File: src/design/obptm_pkg.sv
`default_nettype none

package obptm_pkg;

  localparam int PRICE_W  = 10;
  localparam int AMOUNT_W = 32;
  localparam int IDENT_W  = 32;
  localparam int SLOT_W   = 12;
  localparam int ORDERS_W = 13;
  localparam int VOLUME_W = 44;

  localparam int TICK_COUNT_DEF = 1024;
  localparam int NODE_COUNT_DEF = 4096;
  localparam int FILL_LIMIT_DEF = 64;

  localparam logic OP_ADD   = 1'b0;
  localparam logic OP_MATCH = 1'b1;
  localparam logic SIDE_BID = 1'b0;
  localparam logic SIDE_ASK = 1'b1;

  typedef struct packed {
    logic                op;
    logic                side;
    logic [PRICE_W-1:0]  price;
    logic [AMOUNT_W-1:0] amount;
    logic [IDENT_W-1:0]  ident;
    logic [SLOT_W-1:0]   slot;
  } in_item_t;

  typedef struct packed {
    logic                fill_valid;
    logic [IDENT_W-1:0]  maker_ident;
    logic [IDENT_W-1:0]  taker_ident;
    logic [PRICE_W-1:0]  fill_price;
    logic [AMOUNT_W-1:0] fill_amount;
    logic [AMOUNT_W-1:0] left_over;
    logic                last;
  } res_item_t;

  typedef struct packed {
    logic clr_we;
    logic lat_in;
    logic lvl_re;
    logic add_node;
    logic add_link;
    logic emit_ack;
    logic scan_reset;
    logic scan_next;
    logic scan_hit;
    logic head_null_wr;
    logic node_re;
    logic fill_do;
    logic emit_fin;
  } dp_cmd_t;

  typedef struct packed {
    logic clr_done;
    logic is_match;
    logic add_ok;
    logic tail_null;
    logic rem_zero;
    logic n_full;
    logic word_nz;
    logic crosses;
    logic scan_last;
    logic head_null;
    logic cont;
  } dp_stat_t;

endpackage

`default_nettype wire

File: src/design/obptm_ctrl.sv
`default_nettype none

module obptm_ctrl (
  input  wire                 clk_i,
  input  wire                 rst_ni,
  input  wire                 start_i,
  input  obptm_pkg::dp_stat_t stat_i,
  output obptm_pkg::dp_cmd_t  cmd_o,
  output logic                busy_o
);
  import obptm_pkg::*;

  localparam logic [3:0] S_CLR      = 4'd0;
  localparam logic [3:0] S_IDLE     = 4'd1;
  localparam logic [3:0] S_ADD_RD   = 4'd2;
  localparam logic [3:0] S_ADD_NODE = 4'd3;
  localparam logic [3:0] S_ADD_LINK = 4'd4;
  localparam logic [3:0] S_CHECK    = 4'd5;
  localparam logic [3:0] S_SCAN     = 4'd6;
  localparam logic [3:0] S_LVL_RD   = 4'd7;
  localparam logic [3:0] S_HEAD     = 4'd8;
  localparam logic [3:0] S_NODE     = 4'd9;
  localparam logic [3:0] S_FIN      = 4'd10;

  logic [3:0] state_q, state_d;

  always_ff @(posedge clk_i or negedge rst_ni) begin
    if (!rst_ni) begin
      state_q <= S_CLR;
    end else begin
      state_q <= state_d;
    end
  end

  always_comb begin
    state_d = state_q;
    cmd_o   = '0;
    unique case (state_q)
      S_CLR: begin
        cmd_o.clr_we = 1'b1;
        if (stat_i.clr_done) state_d = S_IDLE;
      end
      S_IDLE: begin
        if (start_i) begin
          cmd_o.lat_in = 1'b1;
          state_d = stat_i.is_match ? S_CHECK : S_ADD_RD;
        end
      end
      S_ADD_RD: begin
        if (stat_i.add_ok) begin
          cmd_o.lvl_re = 1'b1;
          state_d = S_ADD_NODE;
        end else begin
          cmd_o.emit_ack = 1'b1;
          state_d = S_IDLE;
        end
      end
      S_ADD_NODE: begin
        cmd_o.add_node = 1'b1;
        state_d = S_ADD_LINK;
      end
      S_ADD_LINK: begin
        cmd_o.add_link = !stat_i.tail_null;
        cmd_o.emit_ack = 1'b1;
        state_d = S_IDLE;
      end
      S_CHECK: begin
        if (stat_i.rem_zero || stat_i.n_full) begin
          state_d = S_FIN;
        end else begin
          cmd_o.scan_reset = 1'b1;
          state_d = S_SCAN;
        end
      end
      S_SCAN: begin
        if (stat_i.word_nz) begin
          if (stat_i.crosses) begin
            cmd_o.scan_hit = 1'b1;
            state_d = S_LVL_RD;
          end else begin
            state_d = S_FIN;
          end
        end else if (stat_i.scan_last) begin
          state_d = S_FIN;
        end else begin
          cmd_o.scan_next = 1'b1;
        end
      end
      S_LVL_RD: begin
        cmd_o.lvl_re = 1'b1;
        state_d = S_HEAD;
      end
      S_HEAD: begin
        if (stat_i.head_null) begin
          cmd_o.head_null_wr = 1'b1;
          state_d = S_CHECK;
        end else begin
          cmd_o.node_re = 1'b1;
          state_d = S_NODE;
        end
      end
      S_NODE: begin
        cmd_o.fill_do = 1'b1;
        state_d = stat_i.cont ? S_HEAD : S_CHECK;
      end
      S_FIN: begin
        cmd_o.emit_fin = 1'b1;
        state_d = S_IDLE;
      end
      default: begin
        state_d = S_IDLE;
      end
    endcase
  end

  assign busy_o = (state_q != S_IDLE);

endmodule

`default_nettype wire

File: config.mk
export PLATFORM = sky130hd
export DESIGN_NAME = obptm_ctrl
export DESIGN_NICKNAME = d
export VERILOG_FILES = /design/src/design/obptm_pkg.sv /design/src/design/obptm_ctrl.sv
export SDC_FILE = /design/constraint.sdc
export NUM_CORES = 1
export LEC_CHECK = 0
export BUFFER_PORTS_ARGS = -buffer_cell sky130_fd_sc_hd__buf_2
export CAP_MARGIN = 20
export CELL_PAD_IN_SITES_DETAIL_PLACEMENT = 1
export CELL_PAD_IN_SITES_GLOBAL_PLACEMENT = 2
export CORE_MARGIN = 5
export CORE_UTILIZATION = 20
export DETAILED_ROUTE_END_ITERATION = 10
export PLACE_DENSITY = 0.75
export SETUP_SLACK_MARGIN = 0.1
export SLEW_MARGIN = 30
export SYNTH_ARGS = -nofsm -noshare
export SYNTH_HDL_FRONTEND = slang
export SYNTH_SLANG_ARGS = --single-unit
File: constraint.sdc
create_clock -name clk_i -period 1.78 [get_ports clk_i]
set_input_delay 0.356 -clock clk_i [delete_from_list [all_inputs] [get_ports clk_i]]
set_output_delay 0.356 -clock clk_i [all_outputs]
set_load 0.05 [all_outputs]
==> results of run 1 <==
## layer usage
metal / part of all wire [%] / routed length (um) / GRT usage, %
met5: 0 / 0 / 0
met4: 0 / 0 / 4.85
met3: 4.5 / 110 / 1.74
met2: 55 / 1340 / 22.7
met1: 41 / 997 / 15.1
## stage by stage
stage | setup slack [ps] | power [mW] | instance area, sq um
CTS | -93.9 | 1.72 | 980
global route | -124 | 2.09 | 1150
finish | -71.3 | 1.97 | 1150
detailed placement | 37.9 | 1.25 | 758
floorplan | -218 | 0.973 | 547
global placement | 69.7 | 1.23 | 758
## worst min-delay path, cell delays in order
cell	delay (ps)
buf_2	110
nand2_1	60
a31oi_1	70
## cell type report
class | instances | share of cell area, %
Multi-Input combinational cell | 53 | 42.5
Timing Repair Buffer | 55 | 41.4
Sequential cell | 4 | 8.82
Tap cell | 28 | 3.05
Inverter | 6 | 2.29
Clock buffer | 3 | 1.96
## what timing repair did
action                                  in CTS  in global routing
gates resized for setup                     43                 24
setup buffers                                7                 11
endpoints found under the setup margin      14                 14
hold endpoints to repair                     4                  0
gates cloned                                 0                  1
pin swaps                                    8                 10
hold buffers                                 1                  0
## cells in the final DEF (no fill, tap or decap), drive strengths merged, types with 3 or more instances in the layout
cell     n
nand2b   4
buf     54
clkbuf   3
dfrtp    4
nor3     3
nand2    7
o21ai    6
inv      5
nor2     7
a21oi    5
nor2b    3
nor4     3
a31oi    4
## worst min path at each step
| stage | end | slack (ps) |
|---|---|---|
| after global routing | state_q[3] | 420 |
| after floorplan | state_q[0] | 60 |
| final | state_q[3] | 420 |
| after global placement | state_q[1] | 160 |
| after CTS | state_q[3] | 410 |
| after detailed placement | state_q[1] | 170 |
## power by group
part	internal [mW]	leakage, nW	total (mW)	switching, mW
logic	0.762	0.437	1.68	0.915
registers	0.129	0.0505	0.177	0.0479
clock network	0.0757	0.0138	0.116	0.0403
total	0.967	0.501	1.97	1.00
## logic make-up after synthesis
kind of cell,after synthesis
simple gates,31
compound gates,21
buf+inv,11
flops,4
mux,1
==> impl_metrics.json, run 1 <==
{
  "status": "finished, violations left",
  "violations": "setup timing",
  "max-clock-path-buffers": 2,
  "rsz0062_at_grt": "true",
  "synth.mux.area_fraction_pct": 2.08,
  "place_hpwl_mm": 1.53,
  "ff2ff_setup_slack_ps": 260,
  "drv_slew": 0,
  "grt_max_degree": 14,
  "syn_nets": 82,
  "setup_viol": 2,
  "cp-startpoint": "state_q[0]",
  "leakagePower_nw": 0.501,
  "synth-xor-area-share_pct": 0,
  "ys_top_cells_by_count": "7 x nand2_1, 7 x nor2_1, 6 x inv_1",
  "crit_family": "simple AND/OR/NAND/NOR gates",
  "dp.cells": 128,
  "synthTopCellsByArea": "dfrtp_1 21%, nand2b_4 5.7%, nand2_1 5.5%, nor2_1 5.5%, a31oi_1 5.2%",
  "fmax_ghz": 0.540,
  "die_x_um": 59.1,
  "drv_cap": 0,
  "hold_path_depth": 3,
  "ys_warn_count": 0,
  "reg2reg_depth": 6,
  "vias": 737,
  "wirelength_mm": 2.45,
  "coreArea_sq_um": 2250,
  "critical_path_arrival_ps": 1500,
  "grt_usage_pct": 12.7,
  "first_pass_iters": 3,
  "path_max_fanout": 2,
  "ys.flop_type": "dfrtp_1",
  "cp_data_required_time_ps": 1420,
  "viasPerCell": 4.95,
  "final_cells": 149,
  "crit_end": "cmd_o[5]",
  "ios": 28,
  "cts_buffers": 3,
  "ys_seq_area_share_pct": 20.8,
  "cp_slowest_stage_delay_ps": 510,
  "maxSlewHeadroom_pct": 82.8,
  "drt-initial-drc-count": 17,
  "multi_input_area_sq_um": 488,
  "diodes": 0,
  "cp_cell_sequence": "nand2b_4 > or4_4 > clkinvlp_4 > buf_8",
  "htreeDepth": 1,
  "fin_util_pct": 50.9,
  "setup_slack_ps": -71.3,
  "hp-class": "input port to register",
  "worst_pin_slew_ps": 257,
  "synth-simple-area-share_pct": 36.9,
  "clk_pin_slew_ps": 40,
  "clk_latency_ps": 240,
  "grt_pass1_wl_mm": 3.43,
  "layout-drive-gt1-share_pct": 72.7,
  "fin_hold_ws_ps": 415,
  "die_height_um": 59.1,
  "post-route-period-util_pct": 104,
  "start_kind": "register",
  "wl_per_cell_um": 16.5,
  "worst-path-stages": 4,
  "largest_reg_flops": 4,
  "regMostFlops": "state_q",
  "synth_top_family_by_area": "simple AND/OR/NAND/NOR gates",
  "ant_nets": 0,
  "root_buffer": "clkbuf_4",
  "area_delta_synth_final_pct": 138,
  "critical-path-slowest-cell": "or4_4",
  "cts_tree": "yes",
  "gp_congestion": 0.767,
  "endpoint_kind": "primary output",
  "hold_violations": 0,
  "worstHoldStart": "stat_i[0]",
  "start_util_pct": 21.4,
  "period_minus_slack_ps": 1850,
  "overflow": 0,
  "synth_top_area_share_pct": 20.8,
  "syn_area_per_cell_sq_um": 7.08,
  "synth_cell_types": 27,
  "reg.largest.list": "state_q (4)",
  "timing.rr.start": "state_q[1]",
  "grt_pass1_vias": 763,
  "ys_ff_latch": 4,
  "synth_compound_area_share_pct": 28.6,
  "synthCells": 68,
  "synth_fa_ha_area_share_pct": 0,
  "seqCellArea_sq_um": 101,
  "ir_worst_vdd_mv": 0.887,
  "synth_area_sq_um": 482,
  "antenna_found_initial": 0,
  "synthArstFlopShare_pct": 100,
  "criticalPathCategory": "register to primary output",
  "dieArea_sq_um": 3490,
  "synth-edff-count": 0,
  "nets": 137,
  "clock_sink_count": 4,
  "reg2reg_to": "state_q[2]",
  "tns_ps": -134,
  "io_buffers": 27,
  "yosysTopAreaCell": "dfrtp_1",
  "drc": 0,
  "fillers": 266,
  "cp_num_buf_inv": 2,
  "rows": 17,
  "fin_worst_skew_ps": 2.83,
  "cellPowerDensity_nw_per_um2": 1720
}
(Power assumes the default switching activity.)
==> inputs of run 2 (changes only) <==
--- a/config.mk
+++ b/config.mk
@@ -11,8 +11,9 @@
 export CELL_PAD_IN_SITES_GLOBAL_PLACEMENT = 2
 export CORE_MARGIN = 5
 export CORE_UTILIZATION = 20
+export CTS_BUF_LIST = sky130_fd_sc_hd__clkbuf_8
 export DETAILED_ROUTE_END_ITERATION = 10
-export PLACE_DENSITY = 0.75
+export PLACE_DENSITY = 0.78
 export SETUP_SLACK_MARGIN = 0.1
 export SLEW_MARGIN = 30
 export SYNTH_ARGS = -nofsm -noshare
==> constraint.sdc (replaced) <==
create_clock -name clk_i -period 1.7 [get_ports clk_i]
set_input_delay 0.34 -clock clk_i [delete_from_list [all_inputs] [get_ports clk_i]]
set_output_delay 0.34 -clock clk_i [all_outputs]
set_load 0.05 [all_outputs]
==> run 2 against run 1 <==
Compared with the run above: clock-buffer cell count is the same; register-to-register slack lost 160 ps; global-route usage grew 2.0 points; worst hold slack gained 2.6 ps; via count grew 0.54%; worst setup slack lost 24 ps; utilization grew 3.7 points; the run still ends with setup timing left; highest routed layer is now met4; critical path depth is the same; final cell count grew 0.67%; largest cell class is now buffers; critical endpoint unchanged.
==> impl_metrics.json, run 2 (same netlist as run 1, synthesis figures left out) <==
{
  "period_minus_slack_ps": 1800,
  "root_buffer": "clkbuf_8",
  "place_ws_ps": -10.2,
  "endpoint_kind": "primary output",
  "grt_usage_pct": 14.7,
  "cp-startpoint": "state_q[0]",
  "cts_buffers": 3,
  "wl_per_cell_um": 16.2,
  "use_met1_pct": 16.8,
  "max-clock-path-buffers": 2,
  "grt_max_degree": 11,
  "hp-class": "input port to register",
  "cp_cell_sequence": "nand2b_4 > or4_4 > clkinvlp_4 > buf_8",
  "reg2reg_to": "state_q[3]",
  "leakagePower_nw": 0.531,
  "setup_slack_ps": -95.0,
  "grtUsageMet3_pct": 2.40,
  "p_switching_mw": 1.14,
  "fin_worst_skew_ps": 5.18,
  "rsz0062_at_grt": "true",
  "fin_util_pct": 54.6,
  "critical_path_arrival_ps": 1460,
  "reg2reg_depth": 8,
  "cts_tree": "yes",
  "antenna_found_initial": 0,
  "fmax_ghz": 0.557,
  "worstHoldStart": "stat_i[0]",
  "globalRouteMet2Util_pct": 26.2,
  "clock_sink_count": 4,
  "dieArea_sq_um": 3490,
  "ff2ff_setup_slack_ps": 100,
  "largest_reg_flops": 4,
  "crit_end": "cmd_o[5]",
  "die_x_um": 59.1,
  "overflow": 0,
  "layout_commonest_cell": "buf_4",
  "coreArea_sq_um": 2250,
  "cp_data_required_time_ps": 1360,
  "cellPowerDensity_nw_per_um2": 1950,
  "grt_pass1_vias": 818,
  "top_usage_layer": "met2",
  "maxSlewHeadroom_pct": 83.0,
  "power_frac_comb_pct": 83.5,
  "mostFrequentLayoutCells": "18 x buf_4, 16 x buf_6, 13 x buf_2",
  "design_area_sq_um": 1230,
  "htreeDepth": 1,
  "place_hpwl_mm": 1.58,
  "ir_worst_vdd_mv": 1.27,
  "layout-drive-gt1-share_pct": 74.6,
  "setup_viol": 8,
  "critical-path-slowest-cell": "or4_4",
  "grt_pass1_wl_mm": 3.85,
  "start_kind": "register",
  "area_delta_synth_final_pct": 156,
  "wirelength_mm": 2.43,
  "first_pass_iters": 4,
  "diodes": 0,
  "clk_pin_slew_ps": 30,
  "ios": 28,
  "viasPerCell": 4.94,
  "drt-initial-drc-count": 7,
  "post-route-period-util_pct": 106,
  "violations": "setup timing",
  "nets": 138,
  "rows": 17,
  "worst_pin_slew_ps": 252,
  "regMostFlops": "state_q",
  "hold_violations": 0,
  "start_util_pct": 21.4,
  "drv_cap": 0,
  "timing.rr.start": "state_q[2]",
  "die_height_um": 59.1,
  "placed_cell_area_sq_um": 800,
  "status": "finished, violations left",
  "clk_latency_ps": 220,
  "intPower_mw": 1.26,
  "cp_slowest_stage_delay_ps": 440,
  "criticalPathCategory": "register to primary output",
  "drc": 0,
  "reg.largest.list": "state_q (4)",
  "finalPower_mw": 2.40,
  "gp_congestion": 0.817,
  "vias": 741,
  "ant_nets": 0,
  "drv_slew": 0,
  "p_seq_share_pct": 8.1,
  "swShare_pct": 47.5,
  "io_buffers": 27,
  "clkPwrFrac_pct": 8.4,
  "path_max_fanout": 3
}
==> run 2: worst max-delay path, delay by kind of cell (launching register included) <==
family / cells / cell delay, ps
AND/OR/NAND/NOR: 2 / 590
buffers and inverters: 2 / 220
flip-flops: 1 / 420
==> run 2: worst min-delay path by stage <==
stage,to,cells after the start
after floorplan,state_q[0],0
after global placement,state_q[0],1
after detailed placement,state_q[2],1
after CTS,state_q[3],3
after global routing,state_q[3],3
final,state_q[3],3
==> run 2: repair_timing <==
action                                  CTS  global route
endpoints found under the setup margin   14            18
hold buffers                              1             0
endpoints found under the hold margin     4             0
cloned                                    1             0
gates resized for setup                  50            24
pin swaps                                 9            12
setup buffers                            12             8
==> run 2: stage by stage <==
step / hold WS (ps) / setup TNS, ps / cells
floorplan: 44.4 / 0 / 68
detailed placement: 155 / -10.2 / 129
global placement: 147 / 0 / 129
CTS: 404 / -648 / 146
global route: 417 / -884 / 150
finish: 418 / -332 / 150
==> run 2: layout make-up <==
cell class / instances / area (sq um)
Sequential cell: 4 / 104
Timing Repair Buffer: 56 / 523
Clock buffer: 3 / 41.3
Inverter: 6 / 26.3
Fill cell: 277 / 1020
Multi-Input combinational cell: 53 / 502
Tap cell: 28 / 35.0
==> run 2: metal layers <==
metal | wire, um | vias to the layer above
met5 | 0 | -
met2 | 1330 | 27
met1 | 929 | 353
li1 | - | 355
met3 | 124 | 6
met4 | 46 | 0
==> run 2: power by group through the flow <==
stage	logic [mW]	registers (mW)	clock network (mW)
detailed placement	1.20	0.172	0
global placement	1.18	0.170	0
floorplan	0.930	0.159	0
global route	2.12	0.201	0.213
CTS	1.69	0.188	0.207
finish	2.00	0.195	0.201
==> inputs of run 3 (changes only) <==
--- a/config.mk
+++ b/config.mk
@@ -14,6 +14,7 @@
 export CTS_BUF_LIST = sky130_fd_sc_hd__clkbuf_8
 export DETAILED_ROUTE_END_ITERATION = 10
 export PLACE_DENSITY = 0.78
+export RECOVER_POWER = 50
 export SETUP_SLACK_MARGIN = 0.1
 export SLEW_MARGIN = 30
 export SYNTH_ARGS = -nofsm -noshare
==> run 3 against run 2 <==
Compared with the run above: the flow still finishes with violations (setup timing); clock-buffer cell count stayed put; clock skew hardly changed; sequential power hardly changed; critical endpoint unchanged.
==> impl_metrics.json, run 3 (same netlist as run 1, synthesis figures left out) <==
{
  "htreeDepth": 1,
  "fin_worst_skew_ps": 5.18,
  "worst_pin_slew_ps": 252,
  "dieArea_sq_um": 3490,
  "nets": 138,
  "grt_max_degree": 11,
  "drc": 0,
  "post-route-period-util_pct": 106,
  "clk_pin_slew_ps": 30,
  "drt-initial-drc-count": 7,
  "ios": 28,
  "io_buffers": 27,
  "placed_cell_area_sq_um": 800,
  "wl_per_cell_um": 16.2,
  "hp-class": "input port to register",
  "wirelength_mm": 2.43,
  "finalPower_mw": 2.40,
  "die_x_um": 59.1,
  "hold_violations": 0,
  "clock_sink_count": 4,
  "cp_data_required_time_ps": 1360,
  "drv_slew": 0,
  "area_delta_synth_final_pct": 155,
  "layout-drive-gt1-share_pct": 73.8,
  "grt_pass1_wl_mm": 3.85,
  "clk_latency_ps": 220,
  "mostFrequentLayoutCells": "18 x buf_4, 16 x buf_6, 12 x buf_2",
  "reg.largest.list": "state_q (4)",
  "cellPowerDensity_nw_per_um2": 1950,
  "start_kind": "register",
  "fmax_ghz": 0.557,
  "setup_slack_ps": -95.8,
  "drv_cap": 0,
  "setup_viol": 8,
  "ir_worst_vdd_mv": 1.27,
  "criticalPathCategory": "register to primary output",
  "gp_congestion": 0.817,
  "vias": 739,
  "rsz0062_at_grt": "true",
  "endpoint_kind": "primary output",
  "diodes": 0,
  "layout_commonest_cell": "buf_4",
  "path_max_fanout": 3,
  "grt_usage_pct": 14.7,
  "largest_reg_flops": 4,
  "root_buffer": "clkbuf_8",
  "coreArea_sq_um": 2250,
  "critical_path_arrival_ps": 1460,
  "leakagePower_nw": 0.528,
  "die_height_um": 59.1,
  "dp.cells": 129,
  "antenna_found_initial": 0,
  "cts_buffers": 3,
  "regMostFlops": "state_q",
  "rows": 17,
  "place_ws_ps": -10.2,
  "place_hpwl_mm": 1.58,
  "viasPerCell": 4.93,
  "grt_pass1_vias": 818,
  "max-clock-path-buffers": 2,
  "status": "finished, violations left",
  "overflow": 0,
  "period_minus_slack_ps": 1800,
  "final_cells": 150,
  "violations": "setup timing",
  "design_area_sq_um": 1230,
  "maxSlewHeadroom_pct": 83.0,
  "first_pass_iters": 4,
  "cts_tree": "yes",
  "ant_nets": 0,
  "start_util_pct": 21.4
}
run 3: final timing paths:
| path | endpoint | depth (start not counted) | slack [ps] | startpoint |
|---|---|---|---|---|
| worst max-delay path | cmd_o[5] | 4 | -100 | state_q[0] |
| worst min-delay path | state_q[3] | 3 | 420 | stat_i[0] |
| worst max register to register | state_q[3] | 8 | 100 | state_q[2] |
| max in group asynchronous | state_q[2] | 2 | 980 | rst_ni |
| min in group asynchronous | state_q[0] | 2 | 490 | rst_ni |
| worst min register to register | state_q[3] | 4 | 790 | state_q[1] |
run 3: worst max-delay path, cell delays in order (launching register included):
cell	delay (ps)
dfrtp_2	420
nand2b_4	150
or4_4	440
clkinvlp_4	90
buf_8	130
run 3: layout make-up:
type                       count  area [sq um]
fill                         277          1020
tap                           28          35.0
timing repair buffer          56           522
multi-input combinational     53           502
inverter                       6          26.3
clock buffer                   3          41.3
sequential                     4           104
run 3: power by group:
part	internal [mW]	switching (mW)	total [mW]
clock	0.151	0.0501	0.201
combinational	0.968	1.03	2.00
sequential	0.140	0.0569	0.197
run 3: per-stage QoR:
stage               TNS (ps)  hold WS, ps  utilization, %
floorplan                  0         44.4               -
global placement           0          147            35.5
detailed placement     -10.2          155            35.5
CTS                     -648          404            50.6
global route            -884          417            54.6
finish                  -356          418            54.6
run 3: layer usage:
metal	vias up	wire [um]	share of wire [%]	track usage (%)
met4	0	46	1.9	6.80
met1	351	932	38	16.8
met3	6	124	5.1	2.40
met5	-	0	0	0
li1	355	-	-	-
met2	27	1330	55	26.2
run 3: repair_timing:
item                                    in CTS  in global routing
pin swaps                                    9                 12
gates cloned                                 1                  0
endpoints found under the setup margin      14                 18
setup buffers                               12                  8
hold buffers                                 1                  0
hold endpoints to repair                     4                  0
resized for setup                           50                 24
